==> src/hw/rtl/mp2a_pkg.sv <==
// ----------------------------------------------------------------------------
// mp2a_pkg
// Shared constants, register indexes and controller/datapath types.
// ----------------------------------------------------------------------------
`default_nettype none

package mp2a_pkg;

    localparam int MAX_ROWS     = 64;
    localparam int MAX_COLS     = 64;
    localparam int MAX_KERNEL   = 8;   // power of two: line store row select is a bit slice
    localparam int SAMPLE_WIDTH = 16;

    localparam int ROW_W    = $clog2(MAX_ROWS);
    localparam int COL_W    = $clog2(MAX_COLS);
    localparam int LSEL_W   = $clog2(MAX_KERNEL);
    localparam int KIDX_W   = $clog2(MAX_KERNEL);
    localparam int STORE_DEPTH = MAX_KERNEL * MAX_COLS;
    localparam int STORE_AW = $clog2(STORE_DEPTH);

    // Register field widths
    localparam int DIM_W   = 7;
    localparam int KDIM_W  = 4;
    localparam int CFG_IDX_W  = 3;
    localparam int CFG_DATA_W = 7;

    localparam int INDEX_W = 12;
    localparam int IMG_W   = 16;
    localparam int PROD_W  = ROW_W + DIM_W;

    // Register indexes
    localparam logic [CFG_IDX_W-1:0] REG_IN_ROWS     = 3'd0;
    localparam logic [CFG_IDX_W-1:0] REG_IN_COLS     = 3'd1;
    localparam logic [CFG_IDX_W-1:0] REG_KERNEL_ROWS = 3'd2;
    localparam logic [CFG_IDX_W-1:0] REG_KERNEL_COLS = 3'd3;
    localparam logic [CFG_IDX_W-1:0] REG_STRIDE_ROW  = 3'd4;
    localparam logic [CFG_IDX_W-1:0] REG_STRIDE_COL  = 3'd5;

    // Register reset values
    localparam logic [DIM_W-1:0]  RST_IN_DIM  = 7'd8;
    localparam logic [KDIM_W-1:0] RST_KERNEL  = 4'd2;
    localparam logic [KDIM_W-1:0] RST_STRIDE  = 4'd2;

    // Remainder unit: one dividend bit per step, wide enough for rows and columns
    localparam int DIV_STEPS = (ROW_W > COL_W) ? ROW_W : COL_W;
    localparam int DIVC_W    = $clog2(DIV_STEPS + 1);

    typedef enum logic [4:0] {
        ST_IDLE  = 5'b00001,
        ST_DIV   = 5'b00010,
        ST_WALK  = 5'b00100,
        ST_DRAIN = 5'b01000,
        ST_PUSH  = 5'b10000
    } state_t;

    typedef struct packed {
        logic take;       // latch item, write line store, start remainder unit
        logic div_run;    // step remainder unit
        logic walk_run;   // issue one window read
        logic load_out;   // move window result into output register
    } dp_cmd_t;

    typedef struct packed {
        logic div_done;   // remainders final
        logic hit;        // item closes a window
        logic walk_last;  // this read is the last of the window
        logic out_free;   // output register can take a result this cycle
    } dp_status_t;

endpackage

`default_nettype wire

==> src/hw/rtl/mp2a_ctrl.sv <==
// ----------------------------------------------------------------------------
// mp2a_ctrl
// Sequencer: take item, grid test, window walk, result hand-off.
// ----------------------------------------------------------------------------
`default_nettype none

module mp2a_ctrl import mp2a_pkg::*; (
    input  wire logic       aclk,
    input  wire logic       aresetn,
    input  wire logic       s_valid,
    output logic            s_ready,
    input  wire dp_status_t status,
    output dp_cmd_t         cmd
);

    state_t state_reg, state_next;

    always_ff @(posedge aclk) begin
        if (!aresetn) begin
            state_reg <= ST_IDLE;
        end else begin
            state_reg <= state_next;
        end
    end

    always_comb begin
        state_next = state_reg;
        cmd        = '0;
        s_ready    = 1'b0;
        case (state_reg)
            ST_IDLE: begin
                s_ready = 1'b1;
                if (s_valid) begin
                    cmd.take   = 1'b1;
                    state_next = ST_DIV;
                end
            end
            ST_DIV: begin
                cmd.div_run = 1'b1;
                if (status.div_done) begin
                    state_next = status.hit ? ST_WALK : ST_IDLE;
                end
            end
            ST_WALK: begin
                cmd.walk_run = 1'b1;
                if (status.walk_last) begin
                    state_next = ST_DRAIN;
                end
            end
            ST_DRAIN: begin
                // last read lands in the running max
                state_next = ST_PUSH;
            end
            ST_PUSH: begin
                if (status.out_free) begin
                    cmd.load_out = 1'b1;
                    state_next   = ST_IDLE;
                end
            end
            default: begin
                state_next = ST_IDLE;
            end
        endcase
    end

endmodule

`default_nettype wire

==> config.mk <==
export PLATFORM = sky130hd
export DESIGN_NAME = mp2a_ctrl
export DESIGN_NICKNAME = d
export VERILOG_FILES = /design/src/hw/rtl/mp2a_pkg.sv /design/src/hw/rtl/mp2a_ctrl.sv
export SDC_FILE = /design/constraint.sdc
export NUM_CORES = 1
export LEC_CHECK = 0
export BUFFER_PORTS_ARGS = -buffer_cell sky130_fd_sc_hd__buf_2
export CELL_PAD_IN_SITES_DETAIL_PLACEMENT = 2
export CELL_PAD_IN_SITES_GLOBAL_PLACEMENT = 2
export CORE_UTILIZATION = 25
export DETAILED_ROUTE_END_ITERATION = 7
export PLACE_DENSITY_LB_ADDON = 0.1
export SYNTH_ARGS = -nofsm -noshare
export SYNTH_HDL_FRONTEND = slang
export SYNTH_SLANG_ARGS = --single-unit
==> constraint.sdc <==
create_clock -name aclk -period 2.1 [get_ports aclk]
set_input_delay 0.315 -clock aclk [delete_from_list [all_inputs] [get_ports aclk]]
set_output_delay 0.315 -clock aclk [all_outputs]
set_load 0.01 [all_outputs]
==> results.sh <==
export IMPL_outcome="complete, no violations"
export IMPL_vdd_drop_max_mv=0.284
export IMPL_maxCapViolCount=0
export IMPL_critPathRequiredTime_ns=1.78
export IMPL_clock_fmax_mhz=536
export IMPL_p_clk_share_pct=41.5
export IMPL_largest_register_ffs=5
export IMPL_cts_num_sinks=5
export IMPL_ant_nets=0
export IMPL_power_density_nw_per_um2=643
export IMPL_hpwl_um=753
export IMPL_drc=0
export IMPL_cp_start_kind="flip-flop"
export IMPL_antenna_found_initial=0
export IMPL_hp_class="in2reg"
export IMPL_post_drt_via_cell_ratio=5.13
export IMPL_synth_top_area_share_pct=28.0
export IMPL_ys_top_cells_by_area="dfxtp_1 28%, nand2b_1 5.2%, nor4_1 5.2%, o221ai_2 4.2%, or4b_4 3.8%"
export IMPL_die_h_um=39.8
export IMPL_synth_cells=41
export IMPL_core_um2=1320
export IMPL_cts_tree="built"
export IMPL_clk_latency_ns=0.24
export IMPL_grt_first_pass_wirelength_um=1410
export IMPL_worstMarginPinSlew_ns=0.329
export IMPL_finalClockSkew_ns=0.00787
export IMPL_place_gp_congestion=0.643
export IMPL_htree_levels=1
export IMPL_postCtsSetupBuffers=0
export IMPL_cts_buffers=3
export IMPL_setup_viol=0
export IMPL_areaGrowthSynthToFinish_pct=21.3
export IMPL_drtIter0Drc=6
export IMPL_crit_arrival_ns=1.55
export IMPL_worstReg2RegEnd="state_reg[0]"
export IMPL_min_period_ns=1.86
export IMPL_die_width_um=39.8
export IMPL_final_cell_mix="11 x buf_2, 5 x dfxtp_1"
export IMPL_reg2regPathDepth=4
export IMPL_grt_overflow=0
export IMPL_p_sw_share_pct=28.8
export IMPL_grt_pass1_vias=314
export IMPL_rsz0062_at_grt="no"
export IMPL_fin_area_um2=434
export IMPL_row_count=13
export IMPL_routed_wl_um=1010
export IMPL_avgSynthCellArea_um2=8.73
export IMPL_stdcell_count=68
export IMPL_syn_nets=48
export IMPL_clk_pin_slew_worst_paths_ns=0.05
export IMPL_yosys_area_top_type="dfxtp_1"
export IMPL_synth_seq_cells=5
export IMPL_vias=349
export IMPL_p_sw_w=0.0000804
export IMPL_regToRegSetupSlack_ns=0.45
export IMPL_routedWlPerCell_um=14.8
export IMPL_synth_area_um2=358
export IMPL_seq_area_frac_synth_pct=28.0
export IMPL_holdPathEnd="state_reg[0]"
export IMPL_path_class="reg2out"
export IMPL_final_max_slew_violation_count=0
export IMPL_dieArea_um2=1590
export IMPL_n_antenna_cell=0
export IMPL_layout_commonest_cell="buf_2"
export IMPL_p_int_w=0.000199
export IMPL_hold_viol_final=0
export IMPL_r2r_start="state_reg[1]"
export IMPL_synth_warnings=0
export IMPL_drive_above_1_share_pct=37.7
export IMPL_fin_nets=61
export IMPL_ios=12
export IMPL_relSlewSlack_pct=78.0
export IMPL_grt_usage_pct=14.2
export IMPL_clockRootBuffer="clkbuf_4"
export IMPL_path_max_fanout=7
export IMPL_grt_max_degree=11
export IMPL_power_frac_seq_pct=39.0
export IMPL_initial_core_util_pct=27.2
export IMPL_ys_types=26
export IMPL_ctsLongestPathBuffers=2
export IMPL_critPathCaptureType="primary output"
export IMPL_p_comb_share_pct=19.5
export IMPL_hold_depth=2
export IMPL_leakage_nw=0.204
export IMPL_cts_hold_buf=0
export IMPL_fin_util_pct=33.0
export IMPL_drt_first_pass_iters=4
export IMPL_hp_start="aresetn"
export IMPL_total_power_w=0.000279
export IMPL_dp_cells=64
export IMPL_port_buffers=11
export IMPL_setup_tns_ns=0
export IMPL_cts_resized=0
export IMPL_finalCritPeriodShare_pct=88.8
export IMPL_place_area_um2=408
[layout make-up]
class | count | area, um^2
well taps | 15 | 18.8
flip-flops and latches | 5 | 100
clock buffers | 4 | 26.3
fillers | 158 | 883
multi-input cells | 30 | 223
repair buffers | 11 | 55.1
inverters | 3 | 11.3
[cell usage after synthesis]
| cell type | n |
|---|---|
| dfxtp_1 | 5 |
| inv_1 | 3 |
| nand2_1 | 3 |
| nand2b_1 | 3 |
| nor2_1 | 3 |
| nor4_1 | 3 |
| a21oi_1 | 2 |
| a21boi_0 | 1 |
| and3_1 | 1 |
| and4_1 | 1 |
| buf_4 | 1 |
| buf_6 | 1 |
| clkbuf_2 | 1 |
| mux2i_1 | 1 |
| nand3b_1 | 1 |
| nor3_1 | 1 |
| nor3b_2 | 1 |
| nor4b_1 | 1 |
| o211ai_2 | 1 |
| o221ai_2 | 1 |
| o22ai_1 | 1 |
| or3_4 | 1 |
| or3b_2 | 1 |
| or4b_1 | 1 |
| or4b_4 | 1 |
| xor2_1 | 1 |
[how the worst max path moves through the flow]
stage,startpoint,endpoint,slack (ns),cells past startpoint
after floorplan,state_reg[3],cmd[3],0.56,5
after global placement,state_reg[1],state_reg[0],0.48,4
after detailed placement,state_reg[1],state_reg[0],0.47,4
after CTS,state_reg[1],cmd[3],0.22,5
after global routing,state_reg[2],cmd[3],0.16,5
final,state_reg[1],cmd[3],0.24,5
[per-layer routing]
metal	vias up	wire (um)	track usage, %
li1	173	-	-
met1	168	456	16.6
met2	8	507	22.1
met3	0	41	5.11
met4	0	0	7.76
met5	-	0	0
[power groups by stage]
stage | registers (W) | clock network (W) | logic (W)
floorplan | 0.000104 | 0 | 0.0000408
global placement | 0.000110 | 0 | 0.0000534
detailed placement | 0.000111 | 0 | 0.0000548
CTS | 0.000109 | 0.000119 | 0.0000554
global route | 0.000110 | 0.000129 | 0.0000598
finish | 0.000109 | 0.000116 | 0.0000544
[kinds of logic after synthesis]
logic type,Yosys count,share of synthesized area [%]
simple gates,22,42.7
compound gates,6,14.3
buf+inv,6,9.79
flops,5,28.0
xor+xnor,1,2.45
mux,1,2.80
[critical path: stages (launching register included)]
cell	delay, ns
dfxtp_1	0.38
or3_4	0.44
nor3b_2	0.22
nand2_1	0.10
inv_1	0.05
buf_2	0.12
[metrics by stage]
step | hold slack (ns) | setup WS [ns]
5_1_grt | 0.298 | 0.156
2_1_floorplan | 0.381 | 0.556
3_3_place_gp | 0.545 | 0.477
6_report | 0.297 | 0.235
4_1_cts | 0.291 | 0.222
3_5_place_dp | 0.544 | 0.467
(Power assumes the default switching activity.)
